<file path="config.mk">
export PLATFORM = sky130hd
export DESIGN_NAME = teq_held_cell
export DESIGN_NICKNAME = d
export VERILOG_FILES = /design/src/rtl/teq_pkg.sv /design/src/rtl/teq_held_cell.sv
export SDC_FILE = /design/constraint.sdc
export NUM_CORES = 1
export LEC_CHECK = 0
export BUFFER_PORTS_ARGS = -buffer_cell sky130_fd_sc_hd__buf_4
export CORE_AREA = 2 2 86 88
export CTS_CLUSTER_DIAMETER = 30
export DETAILED_ROUTE_END_ITERATION = 10
export DIE_AREA = 0 0 88 90
export GPL_ROUTABILITY_DRIVEN = 0
export SLEW_MARGIN = 15
export SYNTH_ARGS = -nofsm -noshare
export SYNTH_HDL_FRONTEND = slang
export SYNTH_SLANG_ARGS = --single-unit
</file>
<file path="constraint.sdc">
create_clock -name clock -period 1.55 [get_ports clock]
set_input_delay 0.155 -clock clock [delete_from_list [all_inputs] [get_ports clock]]
set_output_delay 0.155 -clock clock [all_outputs]
set_load 0.01 [all_outputs]
</file>
<file path="src/rtl/teq_pkg.sv">
`timescale 1ns / 1ps
// ----------------------------------------------------------------------------
// Timed event queue package
// Shared codes, widths and command types for the timed event queue.
// ----------------------------------------------------------------------------
package teq_pkg;

   // Fixed widths of the transaction fields.
   localparam int TIME_W   = 62;
   localparam int DELTA_W  = 32;
   localparam int PTAG_W   = 8;
   localparam int STATUS_W = 2;

   // Request codes.
   localparam logic [1:0] REQ_TICK      = 2'd0;
   localparam logic [1:0] REQ_SCHEDULE  = 2'd1;
   localparam logic [1:0] REQ_HELD      = 2'd2;
   localparam logic [1:0] REQ_DESCHED   = 2'd3;

   // Status codes.
   localparam logic [1:0] STATUS_OK        = 2'd0;
   localparam logic [1:0] STATUS_FULL      = 2'd1;
   localparam logic [1:0] STATUS_NOT_FOUND = 2'd2;

   // Command to every cell of the sorted queue.
   typedef enum logic [1:0] {
      SLOT_HOLD,
      SLOT_INSERT,
      SLOT_REMOVE,
      SLOT_POP
   } slot_op_type;

   // Command to every cell of the held FIFO.
   typedef enum logic [1:0] {
      HELD_HOLD,
      HELD_PUSH,
      HELD_POP
   } held_op_type;

   // Sequencer states.
   typedef enum logic [2:0] {
      ST_IDLE  = 3'b001,
      ST_MERGE = 3'b010,
      ST_ISSUE = 3'b100
   } state_type;

endpackage

</file>
<file path="src/rtl/teq_held_cell.sv">
`timescale 1ns / 1ps
// ----------------------------------------------------------------------------
// Timed event queue held cell
// One entry of the held FIFO; fills at the tail and shifts toward the head.
// ----------------------------------------------------------------------------
module teq_held_cell #(
   parameter int TAG_WIDTH = 8
) (
   input  logic                        clock,
   input  logic                        reset,
   input  teq_pkg::held_op_type        op,
   input  logic [teq_pkg::DELTA_W-1:0] new_delta,
   input  logic [TAG_WIDTH-1:0]        new_tag,
   input  logic                        left_valid,
   input  logic                        right_valid,
   input  logic [teq_pkg::DELTA_W-1:0] right_delta,
   input  logic [TAG_WIDTH-1:0]        right_tag,
   output logic                        valid,
   output logic [teq_pkg::DELTA_W-1:0] held_delta,
   output logic [TAG_WIDTH-1:0]        held_tag
);
   import teq_pkg::*;

   logic                 valid_ff, valid_in;
   logic [DELTA_W-1:0]   delta_ff, delta_in;
   logic [TAG_WIDTH-1:0] tag_ff, tag_in;

   // The first empty cell takes a push; every cell takes its right neighbor on pop.
   always_comb begin
      valid_in = valid_ff;
      delta_in = delta_ff;
      tag_in   = tag_ff;
      unique case (op)
         HELD_PUSH: begin
            if (!valid_ff && left_valid) begin
               valid_in = 1'b1;
               delta_in = new_delta;
               tag_in   = new_tag;
            end
         end
         HELD_POP: begin
            valid_in = right_valid;
            delta_in = right_delta;
            tag_in   = right_tag;
         end
         default: begin
         end
      endcase
   end

   always_ff @(posedge clock) begin
      if (reset) begin
         valid_ff <= 1'b0;
      end else begin
         valid_ff <= valid_in;
      end
      delta_ff <= delta_in;
      tag_ff   <= tag_in;
   end

   assign valid      = valid_ff;
   assign held_delta = delta_ff;
   assign held_tag   = tag_ff;

endmodule

</file>
======== Word-level counts from Yosys, hierarchy flattened ========
Cells that the tools add are included.
word-level totals
  bits in registers ....................... 41
  latch bits .............................. 0
  memory bits (writable) .................. 0
  ROM bits ................................ 0
  input port bits ......................... 86
  output and inout port bits .............. 41
  logic and storage cells ................. 16
  memories kept ........................... 0
operators by class
  add/sub/neg operators ................... 0
  multiply operators ...................... 0
  divide/modulo/power cells ............... 0
  $lt $le $gt $ge ......................... 0
  equality and inequality tests ........... 3
  shift operators ......................... 0
  multiplexer cells ....................... 6
  bitwise operators ....................... 0
  reductions and logical operators ........ 4
operators with widths
  kind                number
  $pmux 32 s2         1
  $mux 32             1
  $pmux 8 s2          1
  $mux 8              1
  $eq 2x1->1 const B  1
  $eq 2x2->1 const B  1
  $ne 2x2->1 const B  1
  $pmux 1 s2          1
  $reduce_and 2->1    1
  $reduce_bool 2->1   1
  $logic_and 1x1->1   1
  $logic_not 1->1     1
  $mux 1              1

======== Depth between registers and ports, before layout ========
  depth in word-level cells ............... 4
  mapped depth ............................ 4
  mapped depth without buffers ............ 2

======== Worst setup path before layout ========
Ideal clock, no wire load.
  kind .................................... input -> register
  start ................................... in op[1]
  end ..................................... reg delta_ff[0] (netlist: held_delta[0]), enable pin
  library setup time ...................... 382 ps
  data arrival time ....................... 1155 ps
  required time ........................... 1168 ps
  path slack .............................. 13 ps
  cell stages on the path ................. 4
  path through ............................ nor2b_4 > buf_6 > buf_12 > a31o_2
on the way
  word-level cells in the longest chain between the ends .. 3
  elaborated cells between the ends (all ways) .. 5
  classes of those cells .................. eq/ne: 3; reduce/logical: 2
RTL lines
  what                                                                     RTL line             text
  from (decl)                                                              teq_held_cell.sv:11  input teq_pkg::held_op_type op,
  $eq 2x1->1 / $eq 2x2->1 (equally long branches)                          teq_held_cell.sv:33  unique case (op)
  $ne 2x2->1 (no source line) / $reduce_bool 2->1 (equally long branches)  --
  $reduce_and 2->1 (no source line) *                                      --
  to (signal assigned)                                                     teq_held_cell.sv:57  delta_ff <= delta_in;
  to (decl)                                                                teq_held_cell.sv:25  logic [DELTA_W-1:0] delta_ff, delta_in;
Every way passes the cells marked *; elsewhere a longest branch is shown, timed or not.
A chain may end at the register's enable or synchronous reset.

======== Worst setup path in the final report ========
  start ................................... reg valid_ff (netlist: valid)
  end ..................................... reg delta_ff[7] (netlist: held_delta[7]), enable pin
on the way
  word-level cells in the longest chain between the ends .. 4
RTL lines
  what                               RTL line             text
  from (decl)                        teq_held_cell.sv:24  logic valid_ff, valid_in;
  from (signal assigned)             teq_held_cell.sv:55  valid_ff <= valid_in;
  $logic_not 1->1                    teq_held_cell.sv:35  if (!valid_ff && left_valid) begin
  $logic_and 1x1->1                  teq_held_cell.sv:35
  $ne 2x2->1 (no source line)        --
  $reduce_and 2->1 (no source line)  --
No other way between the ends.

==> flow_metrics.env <==
export IMPL_outcome="finished clean"
export IMPL_r2r_setup_slack_ns=0.35
export IMPL_post_route_min_period_ns=1.20
export IMPL_yosysTopAreaCellShare=0.608
export IMPL_min_path_type="in -> reg"
export IMPL_synthesis_area_sq_mm=0.00197
export IMPL_grt_util_met1=0.108
export IMPL_synth_top_area_cell="edfxtp_1"
export IMPL_use_met3=0.0275
export IMPL_pwr_density_cell_mw_per_mm2=820
export IMPL_peakVddDrop_v=0.000248
export IMPL_power_share_clock=0.260
export IMPL_cts_made_buffers=5
export IMPL_root_buffer="clkbuf_8"
export IMPL_ios=127
export IMPL_seq_area_frac_synth=0.619
export IMPL_pre_cts_slack_ns=0.186
export IMPL_wl_microns=4400
export IMPL_ys_warn_count=0
export IMPL_antenna_cells=0
export IMPL_post_cts_buffers=0
export IMPL_maxSlewHeadroom=0.804
export IMPL_nFillCells=630
export IMPL_num_vias=1293
export IMPL_drc=0
export IMPL_syn_inst=93
export IMPL_postLayoutCoreUtil=0.439
export IMPL_required_ns=1.53
export IMPL_skew_ns=0.00605
export IMPL_start_kind="flip-flop"
export IMPL_cts_tree="done"
export IMPL_cp_max_fo=40
export IMPL_worst_slack_ns=0.354
export IMPL_drtAntennaViolNets=0
export IMPL_ys_types=12
export IMPL_die_w_microns=88
export IMPL_timing_hold_ws_ns=0.100
export IMPL_start_util=0.281
export IMPL_grt_busiest_layer="met2"
export IMPL_seq_power_share=0.528
export IMPL_cts_max_level=2
export IMPL_clkSinkCount=41
export IMPL_area_growth_syn_to_layout_pct=56.1
export IMPL_grt_pass1_vias=1312
export IMPL_dp_hpwl_microns=3420
export IMPL_crit_type="reg -> reg"
export IMPL_arrival_ns=1.18
export IMPL_design_area_sq_mm=0.00308
export IMPL_crit_path_end_kind="flip-flop"
export IMPL_grt_usage=0.108
export IMPL_p_int_uw=1970
export IMPL_synth_fp_nets=179
export IMPL_grt_max_degree=41
export IMPL_num_rows=31
export IMPL_synth_area_leaders="edfxtp_1 (61%), mux2_4 (29%), buf_12 (4.1%)"
export IMPL_cts_hold_buffers=0
export IMPL_dieArea_sq_mm=0.00792
export IMPL_grt_use_met2=0.203
export IMPL_period_share=0.771
export IMPL_syn_area_per_cell_sq_um=21.2
export IMPL_drt_iter0_drc=47
export IMPL_drive_gt1_frac=0.791
export IMPL_die_h_microns=90
export IMPL_fmax_ghz=0.836
export IMPL_worst_pin_slew_ns=0.293
export IMPL_leakagePower_uw=0.00138
export IMPL_drv_cap=0
export IMPL_worstSkewPairLatency_ns=0.29
export IMPL_grt_pass1_wl_microns=6430
export IMPL_ctsResizeCount=0
export IMPL_finalHoldViolations=0
export IMPL_grt_ovfl_total=0
export IMPL_post_drt_via_cell_ratio=3.99
export IMPL_rsz0062_at_grt="false"
export IMPL_cts_buffer_depth=2
export IMPL_finalSetupViolCount=0
export IMPL_setup_tns_ns=0
export IMPL_wl_per_cell_microns=13.6
export IMPL_pwr_share_comb=0.212
export IMPL_port_buffers=126
export IMPL_clk_pin_slew_ns=0.08
export IMPL_dr_pass1_iters=3
export IMPL_slew_violations=0
export IMPL_layout_nets=310
export IMPL_ys_ff_latch=41
export IMPL_power_switching_uw=554
export IMPL_placed_area_sq_mm=0.00300
export IMPL_p_sw_frac=0.219
export IMPL_antenna_found_initial=0
export IMPL_coreArea_sq_mm=0.00702
## routing by layer
metal	part of all wire	vias to the layer above
met2	0.57	60
met1	0.35	603
met3	0.064	5
li1	-	625
met4	0.014	0
met5	0	-
## power groups by stage
stage	clock network, uW	registers (uW)	logic, uW
6_report	657	1330	537
2_1_floorplan	0	1400	213
4_1_cts	697	1330	548
3_3_place_gp	0	1360	541
5_1_grt	741	1340	573
3_5_place_dp	0	1360	547
## cells in the final DEF, fill, tap and decap left out
cell type / netlist / final
a31o_2: 1 / 1
buf_12: 4 / 2
buf_4: 0 / 127
clkbuf_8: 0 / 5
clkinv_1: 0 / 2
clkinv_2: 0 / 1
dfxtp_1: 1 / 1
edfxtp_1: 40 / 40
inv_1: 1 / 1
mux2_2: 2 / 2
mux2_4: 38 / 38
nor2_1: 1 / 1
nor2b_4: 1 / 1
o311ai_2: 1 / 1
or4bb_1: 2 / 2
## path summary, 6_finish.rpt
kind                      start                 endpoint  cells past startpoint
max          valid$_SDFFE_PP0P_  held_delta[7]$_DFFE_PP_                      3
max reg2reg  valid$_SDFFE_PP0P_  held_delta[7]$_DFFE_PP_                      3
min                       reset       valid$_SDFFE_PP0P_                      2
min reg2reg  valid$_SDFFE_PP0P_       valid$_SDFFE_PP0P_                      2
## sequential cells by signal, indices dropped and copies added (netlist names)
signal / count
held_delta: 32
held_tag: 8
valid: 1
## stage by stage
stage / std cells / total power [uW]
3_3_place_gp: 316 / 1900
3_5_place_dp: 316 / 1910
6_report: 324 / 2530
2_1_floorplan: 93 / 1610
4_1_cts: 324 / 2580
5_1_grt: 324 / 2660
## cells by family after synthesis
family	Yosys count	synth area share
buf+inv	6	0.0482
simple gates	4	0.0203
mux	40	0.300
flops	41	0.619
compound gates	2	0.0127
## cell type report
cell class | count | area (sq um) | share of cell area
clock buffer | 5 | 68.8 | 0.0223
clock inverter | 3 | 12.5 | 0.00406
inverter | 1 | 3.75 | 0.00122
multi-input combinational | 46 | 658 | 0.214
sequential | 41 | 1220 | 0.396
tap | 99 | 124 | 0.0402
timing repair buffer | 129 | 993 | 0.322
## worst max-delay path: stages, from the launching register on
cell     delay (ns)
dfxtp_1        0.33
nor2_1         0.11
a31o_2         0.19
buf_12         0.23
## synth_stat cells
| library cell | instances |
|---|---|
| mux2_2 | 2 |
| mux2_4 | 38 |
| edfxtp_1 | 40 |
| buf_12 | 4 |
| a31o_2 | 1 |
| buf_6 | 1 |
| nor2b_4 | 1 |
| o311ai_2 | 1 |
| or4bb_1 | 2 |
| inv_1 | 1 |
| nor2_1 | 1 |
| dfxtp_1 | 1 |
No activity file was read; power rests on OpenSTA's default activity.
