==> config.mk <==
export PLATFORM = sky130hd
export DESIGN_NAME = teq_slot_cell
export DESIGN_NICKNAME = d
export VERILOG_FILES = /design/src/rtl/teq_pkg.sv /design/src/rtl/teq_slot_cell.sv
export SDC_FILE = /design/constraint.sdc
export NUM_CORES = 1
export LEC_CHECK = 0
export ABC_AREA = 1
export BUFFER_PORTS_ARGS = -buffer_cell sky130_fd_sc_hd__buf_2
export CORE_AREA = 2 2 139 141
export DETAILED_ROUTE_END_ITERATION = 6
export DIE_AREA = 0 0 141 143
export PLACE_DENSITY = 0.68
export SLEW_MARGIN = 5
export SYNTH_ARGS = -nofsm -noshare
export SYNTH_HDL_FRONTEND = slang
export SYNTH_SLANG_ARGS = --single-unit
==> constraint.sdc <==
create_clock -name clock -period 15.53 [get_ports clock]
set_clock_uncertainty 0.2 [all_clocks]
set_input_delay 2.3295 -clock clock [delete_from_list [all_inputs] [get_ports clock]]
set_output_delay 2.3295 -clock clock [all_outputs]
set_load 0.03 [all_outputs]
==> src/rtl/teq_pkg.sv <==
`timescale 1ns / 1ps
// ----------------------------------------------------------------------------
// Timed event queue package
// Shared codes, widths and command types for the timed event queue.
// ----------------------------------------------------------------------------
package teq_pkg;

   // Fixed widths of the transaction fields.
   localparam int TIME_W   = 62;
   localparam int DELTA_W  = 32;
   localparam int PTAG_W   = 8;
   localparam int STATUS_W = 2;

   // Request codes.
   localparam logic [1:0] REQ_TICK      = 2'd0;
   localparam logic [1:0] REQ_SCHEDULE  = 2'd1;
   localparam logic [1:0] REQ_HELD      = 2'd2;
   localparam logic [1:0] REQ_DESCHED   = 2'd3;

   // Status codes.
   localparam logic [1:0] STATUS_OK        = 2'd0;
   localparam logic [1:0] STATUS_FULL      = 2'd1;
   localparam logic [1:0] STATUS_NOT_FOUND = 2'd2;

   // Command to every cell of the sorted queue.
   typedef enum logic [1:0] {
      SLOT_HOLD,
      SLOT_INSERT,
      SLOT_REMOVE,
      SLOT_POP
   } slot_op_type;

   // Command to every cell of the held FIFO.
   typedef enum logic [1:0] {
      HELD_HOLD,
      HELD_PUSH,
      HELD_POP
   } held_op_type;

   // Sequencer states.
   typedef enum logic [2:0] {
      ST_IDLE  = 3'b001,
      ST_MERGE = 3'b010,
      ST_ISSUE = 3'b100
   } state_type;

endpackage

==> src/rtl/teq_slot_cell.sv <==
`timescale 1ns / 1ps
// ----------------------------------------------------------------------------
// Timed event queue slot cell
// One entry of the sorted queue; shifts toward either neighbor on command.
// ----------------------------------------------------------------------------
module teq_slot_cell #(
   parameter int TAG_WIDTH = 8
) (
   input  logic                     clock,
   input  logic                     reset,
   input  teq_pkg::slot_op_type     op,
   input  logic [teq_pkg::TIME_W-1:0] op_time,
   input  logic [TAG_WIDTH-1:0]     op_tag,
   input  logic [teq_pkg::TIME_W-1:0] now,
   input  logic                     left_valid,
   input  logic [teq_pkg::TIME_W-1:0] left_time,
   input  logic [TAG_WIDTH-1:0]     left_tag,
   input  logic                     left_le,
   input  logic                     right_valid,
   input  logic [teq_pkg::TIME_W-1:0] right_time,
   input  logic [TAG_WIDTH-1:0]     right_tag,
   input  logic                     prev_hit,
   output logic                     valid,
   output logic [teq_pkg::TIME_W-1:0] slot_time,
   output logic [TAG_WIDTH-1:0]     slot_tag,
   output logic                     le_out,
   output logic                     hit_out,
   output logic                     due_out
);
   import teq_pkg::*;

   logic                 valid_ff, valid_in;
   logic [TIME_W-1:0]    time_ff, time_in;
   logic [TAG_WIDTH-1:0] tag_ff, tag_in;

   // Local compares handed along the chain.
   assign le_out  = valid_ff && (time_ff <= op_time);
   assign hit_out = prev_hit || (valid_ff && (tag_ff == op_tag));
   assign due_out = valid_ff && (time_ff <= now);

   // Next entry: keep, take the new entry, or take a neighbor's.
   always_comb begin
      valid_in = valid_ff;
      time_in  = time_ff;
      tag_in   = tag_ff;
      unique case (op)
         SLOT_INSERT: begin
            if (!le_out) begin
               if (left_le) begin
                  valid_in = 1'b1;
                  time_in  = op_time;
                  tag_in   = op_tag;
               end else begin
                  valid_in = left_valid;
                  time_in  = left_time;
                  tag_in   = left_tag;
               end
            end
         end
         SLOT_REMOVE: begin
            if (hit_out) begin
               valid_in = right_valid;
               time_in  = right_time;
               tag_in   = right_tag;
            end
         end
         SLOT_POP: begin
            valid_in = right_valid;
            time_in  = right_time;
            tag_in   = right_tag;
         end
         default: begin
         end
      endcase
   end

   always_ff @(posedge clock) begin
      if (reset) begin
         valid_ff <= 1'b0;
      end else begin
         valid_ff <= valid_in;
      end
      time_ff <= time_in;
      tag_ff  <= tag_in;
   end

   assign valid     = valid_ff;
   assign slot_time = time_ff;
   assign slot_tag  = tag_ff;

endmodule

# [Yosys cells after proc, flatten, opt, wreduce, memory -nomap -nowiden]
# Index checks and enable logic that the tools add are counted.
[totals] regBits=71 in_bits=280 output_inout_bits=74
[op_classes] magnitude_cmp=2 eq_ne=6 mux=12 n_reduce_logical=6
[op_table] operator="2-to-1 mux 62 bit" count=3
[op_table] operator="one-hot mux 62 bit (3 select lines)" count=1
[op_table] operator="less-or-equal comparator 62 bit" count=2
[op_table] operator="2-to-1 mux 8 bit" count=3
[op_table] operator="one-hot mux 8 bit (3 select lines)" count=1
[op_table] operator="== test 8 bit" count=1
[op_table] operator="== test 2 bit (second input constant)" count=2
[op_table] operator="inequality test 2 bit (second input constant)" count=2
[op_table] operator="logical AND 1 bit" count=3
[op_table] operator="2-to-1 mux 1 bit" count=3
[op_table] operator="one-hot mux 1 bit (3 select lines)" count=1
[op_table] operator="AND reduction 3 bit" count=1
[op_table] operator="nonzero test 3 bit" count=1
[op_table] operator="== test 2 x 1 -> 1 bit (second input constant)" count=1
[op_table] operator="logical OR 1 bit" count=1

# [Logic depth before layout (Yosys ltp)]
# Gate-level depths: netlist (run 1).
[logic_depth] ltp_word=5 depth_mapped=18

# [Worst setup path before layout (run 1)]
# Ideal clock, no wire load.
[synth_path] path_type="input -> register" start="in op_time[45] (netlist name)" end="reg tag_ff[0] (netlist: slot_tag[0]) (enable)" setup_ns=0.521 arrival_time_ns=6.881 setup_slack_ns=7.928 stages=11 path_buffers=0 cell_sequence="inv_1 -> ha_1 -> nand2_1 -> nor2_2 -> nand3b_1 -> or2_1 -> nor2_1 -> nand2_1 -> nand2_1 -> a21oi_2 -> a21oi_1"
[synth_between] elab_chain_cells=4
[synth_lines] element="start: declaration" line="teq_slot_cell.sv:12" text="input logic [teq_pkg::TIME_W-1:0] op_time,"
[synth_lines] element="less-or-equal comparator 62 bit" line="teq_slot_cell.sv:37" text="assign le_out = valid_ff && (time_ff <= op_time);"
[synth_lines] element="logical AND 1 bit" line="teq_slot_cell.sv:37"
[synth_lines] element="via le_out" line="teq_slot_cell.sv:26" text="output logic le_out,"
[synth_lines] element="inequality test 2 bit (no line)"
[synth_lines] element="AND reduction 3 bit (no line)"
[synth_lines] element="end signal: assignment" line="teq_slot_cell.sv:84" text="tag_ff <= tag_in;"
[synth_lines] element="end: declaration" line="teq_slot_cell.sv:34" text="logic [TAG_WIDTH-1:0] tag_ff, tag_in;"
# The timed path passes the listed nets, and every way through them passes these cells.
# A chain may end at the register's enable or synchronous reset.

# [Final worst setup path (run 1)]
[layout_path] start="in now[61] (netlist name)" end="out due_out"
[layout_between] elab_chain_cells=2
[layout_lines] element="start: declaration" line="teq_slot_cell.sv:14" text="input logic [teq_pkg::TIME_W-1:0] now,"
[layout_lines] element="less-or-equal comparator 62 bit" line="teq_slot_cell.sv:39" text="assign due_out = valid_ff && (time_ff <= now);"
[layout_lines] element="logical AND 1 bit" line="teq_slot_cell.sv:39"
[layout_lines] element="end: declaration" line="teq_slot_cell.sv:28" text="output logic due_out"
# Every way passes these cells.

==> results of run 1 <==
-- worst max-delay path, delay by kind of cell --
family,cells,cell delay [ns]
simple gates,7,1.14
buf+inv,4,0.37
fa+ha+maj,1,0.28
compound gates,1,0.05
-- sequential cells by signal, summed over array words and instances (netlist names) --
register,cells
slot_tag,8
slot_time,62
valid,1
-- worst max path at each step --
stage | from | end | cells after the start
floorplan | op_time[45] | slot_tag[0] | 11
global placement | now[61] | due_out | 13
detailed placement | now[61] | due_out | 13
CTS | now[61] | due_out | 13
global route | now[61] | due_out | 13
finish | now[61] | due_out | 13
-- routing by layer --
layer | global-route usage | part of all wire | routed length, µm | up-vias
met5 | 0 | 0 | 0 | -
met4 | 0.0753 | 0.021 | 514 | 0
met1 | 0.285 | 0.42 | 10100 | 3310
met3 | 0.0459 | 0.063 | 1520 | 33
met2 | 0.430 | 0.50 | 11900 | 274
li1 | - | - | - | 3900
-- area by class of cell --
cell class,instances,area (µm²),share of cell area
sequential,71,2120,0.228
multi-input combinational,700,4160,0.448
antenna,2,5.00,0.000539
clock buffer,11,233,0.0251
clock inverter,5,25.0,0.00269
inverter,171,642,0.0691
tap,234,293,0.0315
timing repair buffer,359,1810,0.195
-- cell usage after synthesis (all sizes together) --
master and instances:
ha 124, xnor2 1, o211ai 1, a21oi 201
or2 3, inv 170, a21o 1, clkinv 1
nand4 13, o21ai 16, nand2 201, buf 1
nor2 102, o21bai 1, nor3 3, nand3b 2
nor4 7, dfxtp 1, o221ai 1, o21a 3
nand3 15, clkbuf 30, o22ai 2, a211oi 1
edfxtp 70, xor2 2
-- cell families after synthesis --
kind of cell | after synthesis | share of synthesized area
and+or+nand+nor | 346 | 0.200
xor gates and xnor gates | 3 | 0.00374
adders and majority gates | 124 | 0.221
DFF | 71 | 0.302
buffers and inverters | 202 | 0.108
AOI/OAI and AO/OA | 227 | 0.166
-- power by group through the flow --
stage | Clock [mW] | Combinational (mW) | Sequential (mW)
after CTS | 0.198 | 0.262 | 0.255
after floorplan | 0 | 0.124 | 0.293
after global placement | 0 | 0.257 | 0.258
after detailed placement | 0 | 0.260 | 0.259
after global routing | 0.207 | 0.296 | 0.258
final | 0.192 | 0.259 | 0.255
-- through the flow --
stage               hold WS, ns  area, µm²  worst slack [ns]   util
CTS                       0.385       9280              8.70  0.500
global placement          0.371       9030              8.71  0.486
floorplan                 0.494       7030              7.93      -
global route              0.445       9290              8.50  0.500
finish                    0.381       9290              8.80  0.500
detailed placement        0.376       9030              8.70  0.486
==> results.ini, run 1 <==
[floorplan]
dieArea_um2 = 20200
core_um2 = 18600
die_width_um = 141
fp.dieH_um = 143
ioPinCount = 354
initial_core_util = 0.378
row_count = 50

[power_and_ir_drop]
combPwrFrac = 0.367
p_sw_frac = 0.374
p_total_mw = 0.706
ir_drop_mv = 0.0472
p_seq_frac = 0.361
power.leakage_nw = 5.13
clkPwrFrac = 0.272
power_density_nw_per_um2 = 76.0
switching_power_mw = 0.264
internal_power_mw = 0.442

[clock_tree]
cts_tree = built
cts_buffer_depth = 2
cts_hold_buf = 0
clkLatencyLatePin_ns = 0.34
cts_resized = 0
cts-root-buf = clkbuf_16
cts_made_buffers = 9
htreeDepth = 3
post_cts_buffers = 0
cts.sinks = 71
clk_pin_slew_ns = 0.06

[setup_path]
endpoint_kind = output pin
r2r-start = slot_time[29]
critPathMaxFanout = 4
worstReg2RegEnd = slot_time[61]
path_cells = buf_2, inv_1, ha_1, nand2_1, nor4_1, inv_1, nor2_1, nand3_1, nor2_1, nand2_1, nand2_1, a21oi_1, buf_2
ff2ff_setup_slack_ns = 12.17
slowest_stage = nor4_1
rr_worst_depth = 14
critPathArrivalTime_ns = 4.20
worstPathRequired_ns = 13.00
path_common_cell = nand2_1
max_stage_delay_ns = 0.63
worst_setup_path_start_kind = input pin
crit_type = in2out

[grt]
grt_max_degree = 74
antenna_found_initial = 1
grt_pass1_wl_mm = 37.4
gr-total-overflow = 0
grt_usage = 0.238
grt_pass1_vias = 7465

[logic_synthesis]
synthCells = 973
ys_warn_count = 0
ys_types = 33
ys_seq_area_frac = 0.302
syn_nets = 1377
syn_area_per_cell_um2 = 7.23
synthTopCellsByArea = edfxtp_1 (30%), ha_1 (22%), a21oi_1 (14%)
synth_top_area_frac = 0.299
synth_area_leader_cell = edfxtp_1
syn_area_um2 = 7030
ys_seq_elements = 71

[place]
placed_cells_incl_taps = 1535
place_hpwl_mm = 19.5
place_congestion = 0.896
portBuffers = 353

[layout]
finalNonFillerCells = 1553
final_nets = 1716
nFillCells = 1868
layout_commonest_cell = buf_2
final_cell_mix = buf_2 (353), nand2_1 (201), a21oi_1 (199)
area_growth_pct = 32.1
drive_gt1_frac = 0.289

[sta]
finalCriticalPeriod_ns = 6.73
drv_slew = 0
tightest_slew_ns = 0.853
fmax_ghz = 0.149
setup_viol = 0
maxSlewHeadroom = 0.431
totalNegativeSetupSlack_ns = 0
rsz0062_at_grt = no
hold_viol = 0
period_share = 0.433

[min_path]
whs_endpoint = valid
worstHoldStart = valid
hp-class = reg2reg
holdPathStages = 4

[outcome]
status = complete, no violations

[route]
antenna_left = 0
post_drt_wl_per_cell_um = 15.5
drt_pre_antenna_iters = 4
routed_wl_mm = 24.1
routed_via_density = 4.84
drc = 0
num_vias = 7517
initialDrtViolationCount = 241

[run]
drv_cap = 0

No activity file was read; power rests on OpenSTA's default activity.
==> run 2, diff against run 1 <==
- clock period: 15.53 -> 6.9 ns (I/O delays scaled with it)
==> results.ini, run 2 (same netlist as run 1, synthesis figures left out) <==
[layout]
multi_input_area_um2 = 4160  ; unchanged
largest_reg_flops = 62  ; unchanged
area_growth_pct = 32.0
ff_latch_area_um2 = 2120  ; unchanged
layout_commonest_cell = buf_2
final_nets = 1715  ; -0.058%
finalNonFillerCells = 1549  ; -0.26%
final_cell_mix = buf_2 (353), nand2_1 (201), a21oi_1 (199)
nFillCells = 1864  ; -0.21%
drive_gt1_frac = 0.288  ; -0.00162
finalInstanceArea_um2 = 9280  ; -0.11%

[sta]
finalCriticalPeriod_ns = 4.28
period_share = 0.620
setup_viol = 0  ; unchanged
fmax_ghz = 0.234
maxSlewHeadroom = 0.218  ; -0.213
drv_slew = 0  ; unchanged
rsz0062_at_grt = no
totalNegativeSetupSlack_ns = 0  ; unchanged
hold-worst-slack_ns = 0.386  ; +0.00496 ns
hold_viol = 0  ; unchanged
tightest_slew_ns = 1.17  ; +0.316 ns
finalWorstSetupSlack_ns = 2.62  ; -6.18 ns

[clock_tree]
clk_pin_slew_ns = 0.06  ; about the same
cts-root-buf = clkbuf_16
cts_resized = 0  ; unchanged
post_cts_buffers = 0  ; unchanged
cts_buffer_depth = 2  ; unchanged
htreeDepth = 3  ; unchanged
cts.sinks = 71  ; unchanged
cts_made_buffers = 9  ; unchanged
cts_hold_buf = 0  ; unchanged
cts_tree = built
clkLatencyLatePin_ns = 0.34  ; about the same

[power_and_ir_drop]
power.leakage_nw = 5.13  ; about the same
p_sw_frac = 0.370  ; -0.00368
combPwrFrac = 0.373  ; +0.006
p_seq_frac = 0.364  ; +0.003
ir_drop_mv = 0.110  ; +130%
clkPwrFrac = 0.263  ; -0.009
switching_power_mw = 0.584  ; +120%
power_density_nw_per_um2 = 170  ; +120%
internal_power_mw = 0.993  ; +120%

[grt]
antenna_found_initial = 3  ; +2
grt_pass1_vias = 7503  ; +0.51%
grt_pass1_wl_mm = 37.6  ; +0.61%
grt_usage = 0.240  ; +0.00218
grt_max_degree = 74  ; unchanged
gr-total-overflow = 0  ; unchanged

[floorplan]
dieArea_um2 = 20200  ; unchanged
fp.dieH_um = 143  ; unchanged
core_um2 = 18600  ; unchanged
ioPinCount = 354  ; unchanged
initial_core_util = 0.378  ; unchanged
row_count = 50  ; unchanged
die_width_um = 141  ; unchanged

[route]
num_vias = 7656  ; +1.8%
drt_pre_antenna_iters = 4  ; unchanged
post_drt_wl_per_cell_um = 15.8  ; +1.5%
routed_wl_mm = 24.4  ; +1.3%
antenna_left = 0  ; unchanged
drc = 0  ; unchanged
routed_via_density = 4.94  ; +2.1%
initialDrtViolationCount = 309  ; +28%

[place]
place_area_um2 = 9030  ; about the same
portBuffers = 353  ; unchanged
post-place-ws_ns = 2.41  ; -6.29 ns
place_hpwl_mm = 19.9  ; +2.0%
place_congestion = 0.893  ; -0.33%
placed_cells_incl_taps = 1534  ; -0.065%

[setup_path]
worst_setup_path_start_kind = input pin
crit_start = op_time[53]
path_common_cell = buf_2
r2r-start = slot_time[28]
rr_worst_depth = 14  ; unchanged
path_cells = buf_2, inv_1, ha_1, nand4_1, nor4_1, nand4_2, a21oi_2, buf_2
endpoint_kind = output pin
critPathMaxFanout = 3  ; -1
max_stage_delay_ns = 0.62  ; about the same
slowest_stage = nor4_1
ff2ff_setup_slack_ns = 3.11  ; -9.06 ns
worstReg2RegEnd = slot_time[49]
crit_type = in2out
critPathArrivalTime_ns = 3.04  ; -1.16 ns
worstPathRequired_ns = 5.66  ; -7.34 ns

[min_path]
whs_endpoint = valid
hp-class = reg2reg
holdPathStages = 4  ; unchanged
worstHoldStart = valid

[outcome]
status = complete, no violations

[run]
drv_cap = 0  ; unchanged

run 2: how the worst max path moves through the flow:
stage | slack (ns) | depth (start not counted) | to
floorplan | 0.59 | 11 | slot_tag[0]
global placement | 2.46 | 16 | slot_time[38]
detailed placement | 2.41 | 16 | slot_time[38]
CTS | 2.60 | 12 | due_out
global route | 2.53 | 16 | slot_time[48]
finish | 2.62 | 8 | le_out
run 2: metal layers:
metal	global-route usage	share of wire	vias to the layer above
met5	0	0.00090	-
met3	0.0503	0.068	34
met4	0.0642	0.018	4
li1	-	-	3895
met1	0.281	0.41	3430
met2	0.445	0.50	293
run 2: area by class of cell:
type | count | area share
Clock inverter | 3 | 0.00135
Timing Repair Buffer | 358 | 0.196
Tap cell | 234 | 0.0316
Multi-Input combinational cell | 700 | 0.448
Inverter | 171 | 0.0692
Sequential cell | 71 | 0.229
Antenna cell | 1 | 0.000270
Clock buffer | 11 | 0.0251
run 2: per-stage QoR:
| stage | util | power (mW) |
|---|---|---|
| global route | 0.499 | 1.68 |
| detailed placement | 0.486 | 1.18 |
| finish | 0.499 | 1.58 |
| CTS | 0.499 | 1.59 |
| global placement | 0.486 | 1.16 |
| floorplan | - | 0.940 |
run 2: power by group through the flow:
| stage | Sequential [mW] | Clock (mW) | Combinational [mW] |
|---|---|---|---|
| 6_report | 0.575 | 0.414 | 0.588 |
| 5_1_grt | 0.580 | 0.439 | 0.664 |
| 4_1_cts | 0.575 | 0.425 | 0.594 |
| 3_5_place_dp | 0.584 | 0 | 0.591 |
| 3_3_place_gp | 0.583 | 0 | 0.580 |
| 2_1_floorplan | 0.661 | 0 | 0.280 |
run 2: critical path: cells and delay by family:
kind,cells,cell delay [ns]
buf+inv,3,0.40
fa+ha+maj,1,0.30
simple gates,3,1.04
compound gates,1,0.26
